**src/rtl/reaction_diffusion_euler_sweep_assert.svh**
```systemverilog
// ----------------------------------------------------------------------------
// Assertion macros
// Shorthand for clocked implication checks used by the sweep logic.
// ----------------------------------------------------------------------------
`ifndef REACTION_DIFFUSION_EULER_SWEEP_ASSERT_SVH
`define REACTION_DIFFUSION_EULER_SWEEP_ASSERT_SVH

// same-cycle implication
`define RDE_ASSERT_IMP(lbl, ck, rst_n, ante, cons, msg) \
	lbl: assert property (@(posedge ck) disable iff (!rst_n) (ante) |-> (cons)) \
		else $error(msg);

// next-cycle implication
`define RDE_ASSERT_NXT(lbl, ck, rst_n, ante, cons, msg) \
	lbl: assert property (@(posedge ck) disable iff (!rst_n) (ante) |=> (cons)) \
		else $error(msg);

`endif

```
**src/rtl/rde_pkg.sv**
```systemverilog
// ----------------------------------------------------------------------------
// rde_pkg
// Shared types, widths and helpers of the reaction-diffusion sweep.
// ----------------------------------------------------------------------------
package rde_pkg;

	localparam int LEVEL_W   = 32;
	localparam int COEF_W    = 31;
	localparam int CIDX_W    = 12;
	localparam int CFG_IDX_W = 3;
	localparam int OPND_W    = 33;
	localparam int SAT_W     = 2 * OPND_W;

	// configuration register map
	typedef enum logic [CFG_IDX_W-1:0] {
		REG_TIME_STEP  = 3'd0,
		REG_CONSUME    = 3'd1,
		REG_SOURCE     = 3'd2,
		REG_DIFFUSION  = 3'd3,
		REG_DAMP_EN    = 3'd4
	} cfg_idx_t;

	// operand pair for the shared Q16.16 multiplier
	typedef struct packed {
		logic signed [OPND_W-1:0] a;
		logic signed [OPND_W-1:0] b;
	} mul_req_t;

	// clamp a wide signed value to the signed 32-bit range
	function automatic logic signed [LEVEL_W-1:0] sat32(input logic signed [SAT_W-1:0] v);
		logic fits;
		fits = (&v[SAT_W-1:LEVEL_W-1]) || !(|v[SAT_W-1:LEVEL_W-1]);
		if (fits)
			sat32 = v[LEVEL_W-1:0];
		else if (v[SAT_W-1])
			sat32 = {1'b1, {(LEVEL_W-1){1'b0}}};
		else
			sat32 = {1'b0, {(LEVEL_W-1){1'b1}}};
	endfunction

endpackage

```
**src/rtl/rde_if.sv**
```systemverilog
// ----------------------------------------------------------------------------
// rde channel interfaces
// Valid/ready channels for cells in and updated levels out.
// ----------------------------------------------------------------------------
interface rde_in_if;
	logic               valid;
	logic               ready;
	logic signed [31:0] level_in;
	logic        [30:0] consumers_in;
	logic               first_cell;
	logic               last_cell;

	modport source (output valid, level_in, consumers_in, first_cell, last_cell,
		input ready);
	modport sink (input valid, level_in, consumers_in, first_cell, last_cell,
		output ready);
endinterface

interface rde_out_if;
	logic               valid;
	logic               ready;
	logic        [11:0] cell_index;
	logic signed [31:0] level_out;
	logic               last_out;

	modport source (output valid, cell_index, level_out, last_out, input ready);
	modport sink (input valid, cell_index, level_out, last_out, output ready);
endinterface

```
**src/rtl/reaction_diffusion_euler_sweep.sv**
```systemverilog
// ----------------------------------------------------------------------------
// reaction_diffusion_euler_sweep
// Streams one explicit Euler step of a 1D reaction-diffusion field over a
// three-cell window, zero-flux edges, saturating Q16.16 arithmetic.
// ----------------------------------------------------------------------------
// Timing: the first result beat follows the cell beat through states ST_M1 to ST_M8.
// Flow: a new cell is taken only in ST_IDLE, after one or two result beats,
//   or at once for a cell that yields nothing; six products are issued in turn
//   on the one shared multiplier (8 compute states) before the output beats.
// Reset: arst_n clears window, position, sequencer and configuration registers; damping on.
`include "reaction_diffusion_euler_sweep_assert.svh"

module reaction_diffusion_euler_sweep #(
	parameter int MAX_CELLS = 4096
) (
	input  logic                             clk,
	input  logic                             arst_n,
	input  logic                             cfg_wr_en,
	input  logic [rde_pkg::CFG_IDX_W-1:0]    cfg_index,
	input  logic [rde_pkg::COEF_W-1:0]       cfg_wdata,
	rde_in_if.sink                           in_ch,
	rde_out_if.source                        out_ch
);
	import rde_pkg::*;

	localparam int PW = $clog2(MAX_CELLS);
	localparam logic [PW-1:0] POS_MAX = PW'(MAX_CELLS - 1);
	localparam logic [PW-1:0] POS_SAT = PW'(MAX_CELLS - 2);
	localparam logic [PW-1:0] STENCIL_START = PW'(2);

	typedef enum logic [10:0] {
		ST_IDLE = 11'b000_0000_0001,
		ST_M1   = 11'b000_0000_0010,
		ST_M2   = 11'b000_0000_0100,
		ST_M3   = 11'b000_0000_1000,
		ST_M4   = 11'b000_0001_0000,
		ST_M5   = 11'b000_0010_0000,
		ST_M6   = 11'b000_0100_0000,
		ST_M7   = 11'b000_1000_0000,
		ST_M8   = 11'b001_0000_0000,
		ST_OUT1 = 11'b010_0000_0000,
		ST_OUT2 = 11'b100_0000_0000
	} state_t;

	state_t state_q;

	// configuration registers
	logic [COEF_W-1:0] dt_q, cons_rate_q, src_q, diff_q;
	logic              damp_en_q;

	// stencil window
	logic signed [LEVEL_W-1:0] two_back_q, one_back_q, left_q;
	logic        [COEF_W-1:0]  cons_one_back_q, n_q;
	logic        [PW-1:0]      pos_q;

	// working registers
	logic signed [LEVEL_W-1:0] lap_q, dd_q, m1_q, kon_q, reac_q, lvl_q;
	logic signed [OPND_W-1:0]  acc_q;
	logic        [PW-1:0]      first_idx_q, sec_idx_q;
	logic                      sec_last_q, two_q;

	logic                      in_fire, out_fire;
	logic        [PW-1:0]      idx_w;
	mul_req_t                  mreq;
	logic signed [LEVEL_W-1:0] mres;
	logic signed [LEVEL_W-1:0] dmp_w;
	logic signed [LEVEL_W+1:0] lap_w, reac_w, new_w;

	assign in_ch.ready = (state_q == ST_IDLE);
	assign in_fire     = in_ch.valid && in_ch.ready;
	assign out_fire    = out_ch.valid && out_ch.ready;
	assign idx_w       = in_ch.first_cell ? '0 : pos_q;

	// configuration writes
	always_ff @(posedge clk or negedge arst_n) begin
		if (!arst_n) begin
			dt_q        <= '0;
			cons_rate_q <= '0;
			src_q       <= '0;
			diff_q      <= '0;
			damp_en_q   <= 1'b1;
		end else if (cfg_wr_en) begin
			case (cfg_index)
				REG_TIME_STEP: dt_q        <= cfg_wdata;
				REG_CONSUME:   cons_rate_q <= cfg_wdata;
				REG_SOURCE:    src_q       <= cfg_wdata;
				REG_DIFFUSION: diff_q      <= cfg_wdata;
				REG_DAMP_EN:   damp_en_q   <= cfg_wdata[0];
				default: ;
			endcase
		end
	end

	// window shift and sweep position on each cell beat
	always_ff @(posedge clk or negedge arst_n) begin
		if (!arst_n) begin
			two_back_q      <= '0;
			one_back_q      <= '0;
			cons_one_back_q <= '0;
			pos_q           <= '0;
		end else if (in_fire) begin
			two_back_q      <= one_back_q;
			one_back_q      <= in_ch.level_in;
			cons_one_back_q <= in_ch.consumers_in;
			if (in_ch.last_cell)
				pos_q <= '0;
			else if (idx_w < POS_SAT)
				pos_q <= PW'(idx_w + 1'b1);
			else
				pos_q <= POS_MAX;
		end
	end

	// cell snapshot and result index plan
	always_ff @(posedge clk) begin
		if (in_fire) begin
			left_q <= two_back_q;
			n_q    <= cons_one_back_q;
			if (idx_w == STENCIL_START) begin
				first_idx_q <= '0;
				sec_idx_q   <= in_ch.last_cell ? STENCIL_START : PW'(1);
				two_q       <= 1'b1;
			end else begin
				first_idx_q <= PW'(idx_w - 1'b1);
				sec_idx_q   <= idx_w;
				two_q       <= in_ch.last_cell;
			end
			sec_last_q <= in_ch.last_cell;
		end
	end

	// multiplier operand select; o is two_back_q after the shift
	always_comb begin
		mreq.a = $signed({2'b00, dt_q});
		mreq.b = $signed({2'b00, diff_q});
		case (state_q)
			ST_M2: begin
				mreq.a = $signed({2'b00, cons_rate_q});
				mreq.b = OPND_W'(two_back_q);
			end
			ST_M3: begin
				mreq.a = OPND_W'(dd_q);
				mreq.b = OPND_W'(lap_q);
			end
			ST_M4: begin
				mreq.a = OPND_W'(m1_q);
				mreq.b = $signed({2'b00, n_q});
			end
			ST_M5: begin
				mreq.a = OPND_W'(two_back_q);
				mreq.b = $signed({2'b00, src_q});
			end
			ST_M7: begin
				mreq.a = $signed({2'b00, dt_q});
				mreq.b = OPND_W'(reac_q);
			end
			default: ;
		endcase
	end

	rde_mulq u_mulq (
		.clk (clk),
		.req (mreq),
		.res (mres)
	);

	// side arithmetic around the multiplier
	always_comb begin
		lap_w  = (LEVEL_W+2)'(left_q) + (LEVEL_W+2)'(one_back_q)
			- ((LEVEL_W+2)'(two_back_q) <<< 1);
		dmp_w  = damp_en_q ? mres : '0;
		reac_w = $signed({3'b000, src_q}) - (LEVEL_W+2)'(kon_q) - (LEVEL_W+2)'(dmp_w);
		new_w  = (LEVEL_W+2)'(acc_q) + (LEVEL_W+2)'(mres);
	end

	// capture products as they come out
	always_ff @(posedge clk) begin
		case (state_q)
			ST_M1: lap_q  <= sat32(SAT_W'(lap_w));
			ST_M2: dd_q   <= mres;
			ST_M3: m1_q   <= mres;
			ST_M4: acc_q  <= OPND_W'(two_back_q) + OPND_W'(mres);
			ST_M5: kon_q  <= mres;
			ST_M6: reac_q <= sat32(SAT_W'(reac_w));
			ST_M8: lvl_q  <= sat32(SAT_W'(new_w));
			default: ;
		endcase
	end

	// sequencer
	always_ff @(posedge clk or negedge arst_n) begin
		if (!arst_n) begin
			state_q <= ST_IDLE;
		end else begin
			case (state_q)
				ST_IDLE: if (in_fire && idx_w >= STENCIL_START) state_q <= ST_M1;
				ST_M1:   state_q <= ST_M2;
				ST_M2:   state_q <= ST_M3;
				ST_M3:   state_q <= ST_M4;
				ST_M4:   state_q <= ST_M5;
				ST_M5:   state_q <= ST_M6;
				ST_M6:   state_q <= ST_M7;
				ST_M7:   state_q <= ST_M8;
				ST_M8:   state_q <= ST_OUT1;
				ST_OUT1: if (out_fire) state_q <= two_q ? ST_OUT2 : ST_IDLE;
				ST_OUT2: if (out_fire) state_q <= ST_IDLE;
				default: state_q <= ST_IDLE;
			endcase
		end
	end

	// result beats
	assign out_ch.valid      = (state_q == ST_OUT1) || (state_q == ST_OUT2);
	assign out_ch.cell_index = (state_q == ST_OUT2) ? CIDX_W'(sec_idx_q) : CIDX_W'(first_idx_q);
	assign out_ch.level_out  = lvl_q;
	assign out_ch.last_out   = (state_q == ST_OUT2) && sec_last_q;

	`RDE_ASSERT_IMP(a_ready_no_out, clk, arst_n, in_ch.ready, !out_ch.valid, "ready while a result is pending")
	`RDE_ASSERT_NXT(a_second_beat, clk, arst_n, out_fire && (state_q == ST_OUT1) && two_q, out_ch.valid && (out_ch.last_out == sec_last_q), "second result beat missing")
	`RDE_ASSERT_NXT(a_quiet_cell, clk, arst_n, in_fire && (idx_w < STENCIL_START), in_ch.ready, "edge cell did not return to idle")
	`RDE_ASSERT_NXT(a_last_idle, clk, arst_n, out_fire && out_ch.last_out, in_ch.ready && !out_ch.valid, "no idle after final result")

endmodule

```
**src/rtl/rde_mulq.sv**
```systemverilog
// ----------------------------------------------------------------------------
// rde_mulq
// Shared Q16.16 multiplier: registered product, then round half up,
// floor shift by 16 and saturation. Result is valid in the cycle after issue.
// ----------------------------------------------------------------------------
module rde_mulq (
	input  logic                              clk,
	input  rde_pkg::mul_req_t                 req,
	output logic signed [rde_pkg::LEVEL_W-1:0] res
);
	import rde_pkg::*;

	logic signed [SAT_W-1:0] prod_s1;
	logic signed [SAT_W-1:0] rnd;
	logic signed [SAT_W-1:0] shf;

	// product register
	always_ff @(posedge clk) begin
		prod_s1 <= req.a * req.b;
	end

	// round, shift, clamp
	always_comb begin
		rnd = prod_s1 + SAT_W'(32'sd32768);
		shf = rnd >>> 16;
		res = sat32(shf);
	end

endmodule
```
**src/flat_wrapper.sv**
```systemverilog
// flat-port wrapper written by rule: the top's interface ports become plain ports
module reaction_diffusion_euler_sweep_flat import rde_pkg::*;
#(
	parameter int MAX_CELLS = 4096
)
  (clk, arst_n, cfg_wr_en, cfg_index, cfg_wdata, in_ch_valid, in_ch_level_in, in_ch_consumers_in, in_ch_first_cell, in_ch_last_cell, in_ch_ready, out_ch_valid, out_ch_cell_index, out_ch_level_out, out_ch_last_out, out_ch_ready);
  rde_in_if in_ch_i ();
  rde_out_if out_ch_i ();
  input  logic clk;
  input  logic arst_n;
  input  logic cfg_wr_en;
  input  logic [rde_pkg::CFG_IDX_W-1:0] cfg_index;
  input  logic [rde_pkg::COEF_W-1:0] cfg_wdata;
  input wire logic [$bits(in_ch_i.valid)-1:0] in_ch_valid;
  input wire logic [$bits(in_ch_i.level_in)-1:0] in_ch_level_in;
  input wire logic [$bits(in_ch_i.consumers_in)-1:0] in_ch_consumers_in;
  input wire logic [$bits(in_ch_i.first_cell)-1:0] in_ch_first_cell;
  input wire logic [$bits(in_ch_i.last_cell)-1:0] in_ch_last_cell;
  output wire logic [$bits(in_ch_i.ready)-1:0] in_ch_ready;
  output wire logic [$bits(out_ch_i.valid)-1:0] out_ch_valid;
  output wire logic [$bits(out_ch_i.cell_index)-1:0] out_ch_cell_index;
  output wire logic [$bits(out_ch_i.level_out)-1:0] out_ch_level_out;
  output wire logic [$bits(out_ch_i.last_out)-1:0] out_ch_last_out;
  input wire logic [$bits(out_ch_i.ready)-1:0] out_ch_ready;
  assign in_ch_i.valid = in_ch_valid;
  assign in_ch_i.level_in = in_ch_level_in;
  assign in_ch_i.consumers_in = in_ch_consumers_in;
  assign in_ch_i.first_cell = in_ch_first_cell;
  assign in_ch_i.last_cell = in_ch_last_cell;
  assign in_ch_ready = in_ch_i.ready;
  assign out_ch_valid = out_ch_i.valid;
  assign out_ch_cell_index = out_ch_i.cell_index;
  assign out_ch_level_out = out_ch_i.level_out;
  assign out_ch_last_out = out_ch_i.last_out;
  assign out_ch_i.ready = out_ch_ready;
  reaction_diffusion_euler_sweep #(.MAX_CELLS(MAX_CELLS)) u_core (.clk(clk), .arst_n(arst_n), .cfg_wr_en(cfg_wr_en), .cfg_index(cfg_index), .cfg_wdata(cfg_wdata), .in_ch(in_ch_i), .out_ch(out_ch_i));
endmodule
```
**config.mk**
```make
export PLATFORM = sky130hd
export DESIGN_NAME = reaction_diffusion_euler_sweep_flat
export DESIGN_NICKNAME = d
export VERILOG_FILES = /design/src/rtl/rde_pkg.sv /design/src/rtl/rde_if.sv /design/src/rtl/reaction_diffusion_euler_sweep.sv /design/src/rtl/rde_mulq.sv /design/src/flat_wrapper.sv
export VERILOG_INCLUDE_DIRS = /design/src /design/src/rtl
export SDC_FILE = /design/constraint.sdc
export NUM_CORES = 2
export LEC_CHECK = 0
export ABC_AREA = 1
export BUFFER_PORTS_ARGS = -buffer_cell sky130_fd_sc_hd__buf_2
export CAP_MARGIN = 30
export CORE_MARGIN = 8
export CORE_UTILIZATION = 60
export CTS_CLUSTER_SIZE = 40
export DETAILED_ROUTE_END_ITERATION = 16
export PLACE_DENSITY = 0.85
export SLEW_MARGIN = 40
export SYNTH_ARGS = -nofsm -noshare
export SYNTH_HDL_FRONTEND = slang
export SYNTH_SLANG_ARGS = --single-unit
```
**constraint.sdc**
```tcl
create_clock -name clk -period 11.04 [get_ports clk]
set_input_delay 1.656 -clock clk [delete_from_list [all_inputs] [get_ports clk]]
set_output_delay 1.656 -clock clk [all_outputs]
set_load 0.01 [all_outputs]
```
## Word level (Yosys, flattened, before mapping)

Index checks and enable logic that the tools add are counted.
Widths: inputs -> output; s select.

- $add $sub $neg: 9
- $mul: 1
- Order comparisons: 2
- Equal/unequal tests: 19
- Multiplexer cells: 21
- Reduce and logical (&&, ||, !) cells: 28

Operator list:

| operator | count |
|---|---|
| $pmux 66 s5 | 1 |
| $mux 32 | 9 |
| $pmux 11 s11 | 1 |
| $add 32x32->33 | 2 |
| $add 66x17->66 const B | 1 |
| $mul 33x33->66 | 1 |
| $mux 12 | 5 |
| $mux 11 | 4 |
| $add 33x32->34 | 1 |
| $sub 33x32->34 | 1 |
| $sub 33x33->34 | 1 |
| $sub 32x32->33 | 1 |
| $reduce_and 19->1 | 1 |
| $reduce_or 19->1 | 1 |
| $add 12x1->12 const B | 1 |
| $eq 12x2->1 const B | 1 |
| $ge 12x2->1 const B | 1 |
| $lt 12x12->1 const B | 1 |
| $reduce_and 3->1 | 4 |
| $sub 12x1->12 const B | 1 |
| $eq 11x1->1 const B | 1 |
| $eq 11x10->1 const B | 1 |
| $eq 11x11->1 const B | 1 |
| $eq 11x2->1 const B | 1 |
| other kinds (19) | 37 |

- Flip-flop bits (word level): 623
- Bits of input ports: 104
- Logic and storage cells: 104

## Logic depth before layout (Yosys ltp)

- Depth in word-level cells: 11
- Gate-level depth with buffers: 47

## Cells and area by module

A second synthesis with hierarchy kept.

- Cell total of the unflattened synthesis: 9395
- Area total of the unflattened synthesis: 75780.2 µm²

Modules (own cells, without submodules):

| module | times used | cells each | area an instance (µm²) | seq. area each (µm²) |
|---|---|---|---|---|
| rde_mulq | 1 | 5601 | 43411.6 | 1021.0 |
| reaction_diffusion_euler_sweep | 1 | 3794 | 32368.5 | 15512.4 |

## Worst setup path before layout

No wires, ideal clock.

- Path type: register to register
- From: reg u_core.state_q[6]
- To: reg u_core.u_mulq.prod_s1[65]
- Setup time: 0.112 ns
- Arrival: 9.617 ns
- Required time: 10.928 ns
- Path slack: 1.311 ns
- Cell stages (with the launch flop): 33
- Path buffers: 4
- Clock period less this slack: 9.729 ns
- Cells stage by stage: dfrtp_1 -> nor2_1 -> nand2_2 -> nor2_2 -> nand2_1 -> inv_2 -> buf_2 -> buf_1 -> a21oi_1 -> clkbuf_1 -> clkbuf_1 -> nor2_1 -> fa_1 -> fa_1 -> fa_1 -> fa_1 -> fa_1 -> fa_1 -> fa_1 -> inv_1 -> fa_1 -> inv_1 -> ha_1 -> a21oi_1 -> inv_1 -> a21oi_1 -> o21a_1 -> a21boi_0 -> o2111ai_1 -> a21oi_1 -> nand2_1 -> nand2_1 -> nand2_1

- Word-level cells in the longest chain between the ends: 3
- Elaborated cells on any way between the ends: 7
- Those cells by class: mul (1); eq/ne (5); mux (1)

RTL lines:

| element | RTL line | source |
|---|---|---|
| start, declared | reaction_diffusion_euler_sweep.sv:45 | `state_t state_q;` |
| start signal, assigned | reaction_diffusion_euler_sweep.sv:205 | `ST_OUT1: if (out_fire) state_q <= two_q ? ST_OUT2 : ST_IDLE;` |
| $eq 11x8->1, or another cell as far along | reaction_diffusion_euler_sweep.sv:136 | `case (state_q)` |
| $pmux 66 s5 (*) | reaction_diffusion_euler_sweep.sv:136 |  |
| $mul 33x33->66 (*) | rde_mulq.sv:19 | `prod_s1 <= req.a * req.b;` |
| end signal, assigned | rde_mulq.sv:19 |  |
| end, declared | rde_mulq.sv:13 | `logic signed [SAT_W-1:0] prod_s1;` |

Mark *: on every way between the ends. The rest lies on a longest branch, timed or not.
A chain may end at the register's enable or synchronous reset.

## Worst setup path after layout

- From: reg u_core.state_q[0]
- To: reg u_core.u_mulq.prod_s1[58]

Same word-level chain as after synthesis.

==> metrics.csv <==
metric,value,unit
dieArea,130000,µm²
holdWs,445,ps
drtIter0Drc,6814,
finalCriticalPeriod,10750,ps
syn_nets,9838,
status,completed,
gp_congestion,1.06,
cpMaxStageDelayCell,o21ai_0,
initial_core_util,0.605,
async_flop_share,0.400,
synth.avg_cell_area,8.72,µm²
final_nets,9970,
die_h,361,µm
tightest_slew,932,ps
cts_inserted_buffers,66,
clock_sink_count,608,
synth-main-ff-cell,edfxtp_1,
synth_warnings,0,
timing.slew.headroom,0.372,
criticalPathCategory,reg2reg,
clockBufferDepth,3,
final-setup-viol-count,0,
via_count,59000,
end_kind,register,
place_ws,765,ps
utilization,0.651,
worst_slack,290,ps
ios,151,
slowest_delay,760,ps
dieWidth,361,µm
ys_ff_latch,608,
io_buffers,150,
cts_tree,yes,
viasPerCell,5.94,
dp_hpwl,200,mm
multi_input_area,47400,µm²
num_rows,126,
finalSetupTns,0,ps
drt_pass1_iterations,8,
grt_antenna_before_repair,8,
fin_skew,27.9,ps
layout-drive-gt1-share,0.0672,
wl_per_cell,24.6,µm
syn_inst,8199,
grt_pass1_vias,61700,
grt-ovfl-total,0,
final_cell_mix,"nand2_1 (1687), inv_1 (1670), fa_1 (1186), nor2_1 (908), ha_1 (348)",
cts-root-buf,clkbuf_16,
synth_edf_count,314,
critPathRequiredTime,11510,ps
maxCapViolations,0,
drc,0,
synth_cell_types,62,
fin_crit_sh,0.974,
start_kind,register,
cts_resized,0,
crit_buf_inv,11,
slew_violations,0,
cp.arrival,11220,ps
hold_viol,0,
totalWireLength,244,mm
clk_latency,620,ps
rsz0062_at_grt,no,
hp-class,reg2reg,
synth-seq-area-share,0.231,
core_area,118000,µm²
crit_family,adder cells,
syn_area,71500,µm²
regArea,16500,µm²
hold_buffers,0,
grt_pass1_wl,371,mm
path_max_fanout,20,
final_common_cell,nand2_1,
cts.reportedPaths.clkPinSlew,60,ps
fmax,0.0930,GHz
track_usage,0.375,
cts_max_level,3,
grt_max_degree,82,
final_antenna_net_count,0,
cts_setup_buffers,0,
area_growth,7.62,%
fillers,9568,
cpMostUsedCell,inv_1,
[synth_stat cells (all sizes together), types with 20 or more instances]
| cell type | n | area (µm²) |
|---|---|---|
| nand2 | 1706 | 6450 |
| inv | 1681 | 6310 |
| fa | 1187 | 23800 |
| nor2 | 918 | 3470 |
| o21ai | 359 | 1810 |
| ha | 348 | 4350 |
| edfxtp | 314 | 9430 |
| a21oi | 264 | 1320 |
| dfrtp | 241 | 6030 |
| nand3 | 176 | 918 |
| xor2 | 160 | 1410 |
| buf | 158 | 822 |
| clkbuf | 132 | 495 |
| nor3 | 66 | 379 |
| xnor2 | 64 | 561 |
| a221oi | 51 | 447 |
| dfxtp | 51 | 1020 |
| o21a | 47 | 353 |
| nor4 | 41 | 389 |
| nand4 | 35 | 225 |
| a31oi | 31 | 194 |
| a22o | 27 | 236 |
| and2 | 20 | 128 |
[final cells by class]
cell class,instances,area share
well taps,1536,0.0250
flip-flops and latches,608,0.215
diodes,9,0.000293
clock buffers,90,0.0252
inverters,1694,0.0828
multi-input cells,5607,0.616
repair buffers,354,0.0312
clock inverters,29,0.00454
[sequential cells by signal (all words and copies together), names as in the netlist]
signal                   cells
u_core.cons_rate_q          31
u_core.diff_q               31
u_core.src_q                31
u_core.n_q                  31
u_core.u_mulq.prod_s1       51
u_core.left_q               32
u_core.cons_one_back_q      31
u_core.pos_q                12
u_core.state_q              11
u_core.two_back_q           32
u_core.dd_q                 32
u_core.dt_q                 31
u_core.out_ch.level_out     32
u_core.two_q                 1
u_core.one_back_q           32
u_core.sec_idx_q            12
u_core.damp_en_q             1
u_core.m1_q                 32
u_core.acc_q                33
u_core.sec_last_q            1
u_core.reac_q               32
u_core.first_idx_q          12
u_core.kon_q                32
u_core.lap_q                32
[worst register-to-register path, delay by kind of cell, from the launching register on]
kind | cells | cell delay (ps)
adder cells (fa/ha/maj) | 9 | 4410
buffers and inverters | 11 | 1800
AO/OA/AOI/OAI | 4 | 1540
AND/OR/NAND/NOR | 13 | 2300
flip-flops | 1 | 540
[through the flow]
step                area, µm²  cells
floorplan               71500   8199
global placement        74500   9793
detailed placement      74600   9799
CTS                     76900   9918
global route            76900   9924
finish                  76900   9927
[metal layers]
| layer | global-route usage | wire length (µm) | vias up |
|---|---|---|---|
| li1 | - | - | 25200 |
| met4 | 0.223 | 19100 | 8 |
| met3 | 0.117 | 30700 | 886 |
| met1 | 0.473 | 88700 | 28900 |
| met5 | 0 | 146 | - |
| met2 | 0.570 | 106000 | 3893 |
[final timing paths]
| check | slack, ps | cells after the start | startpoint | to |
|---|---|---|---|---|
| max | 290 | 37 | u_core.state_q[0] | u_core.u_mulq.prod_s1[58] |
| min | 450 | 0 | u_core.cons_one_back_q[5] | u_core.n_q[5] |
| max reg2reg | 290 | 37 | u_core.state_q[0] | u_core.u_mulq.prod_s1[58] |
| min reg2reg | 450 | 0 | u_core.cons_one_back_q[5] | u_core.n_q[5] |
| max in group asynchronous | 8100 | 4 | arst_n | u_core.src_q[25] |
| min in group asynchronous | 950 | 1 | arst_n | u_core.one_back_q[25] |
[logic make-up (layout without fill, tap and decap cells)]
| group | Yosys count | in the layout | share of synthesized area |
|---|---|---|---|
| muxes | 12 | 12 | 0.00189 |
| xor gates and xnor gates | 224 | 224 | 0.0276 |
| and+or+nand+nor | 2981 | 2981 | 0.169 |
| adders and majority gates | 1535 | 1535 | 0.393 |
| buffers and inverters | 1984 | 2167 | 0.107 |
| AOI/OAI and AO/OA | 855 | 855 | 0.0691 |
| other | 0 | 9 | 0 |
| DFF | 608 | 608 | 0.231 |
Power is left out: the tool's default activity adds up to more than one toggle a clock period on the data nets, which glitch-free logic cannot reach.
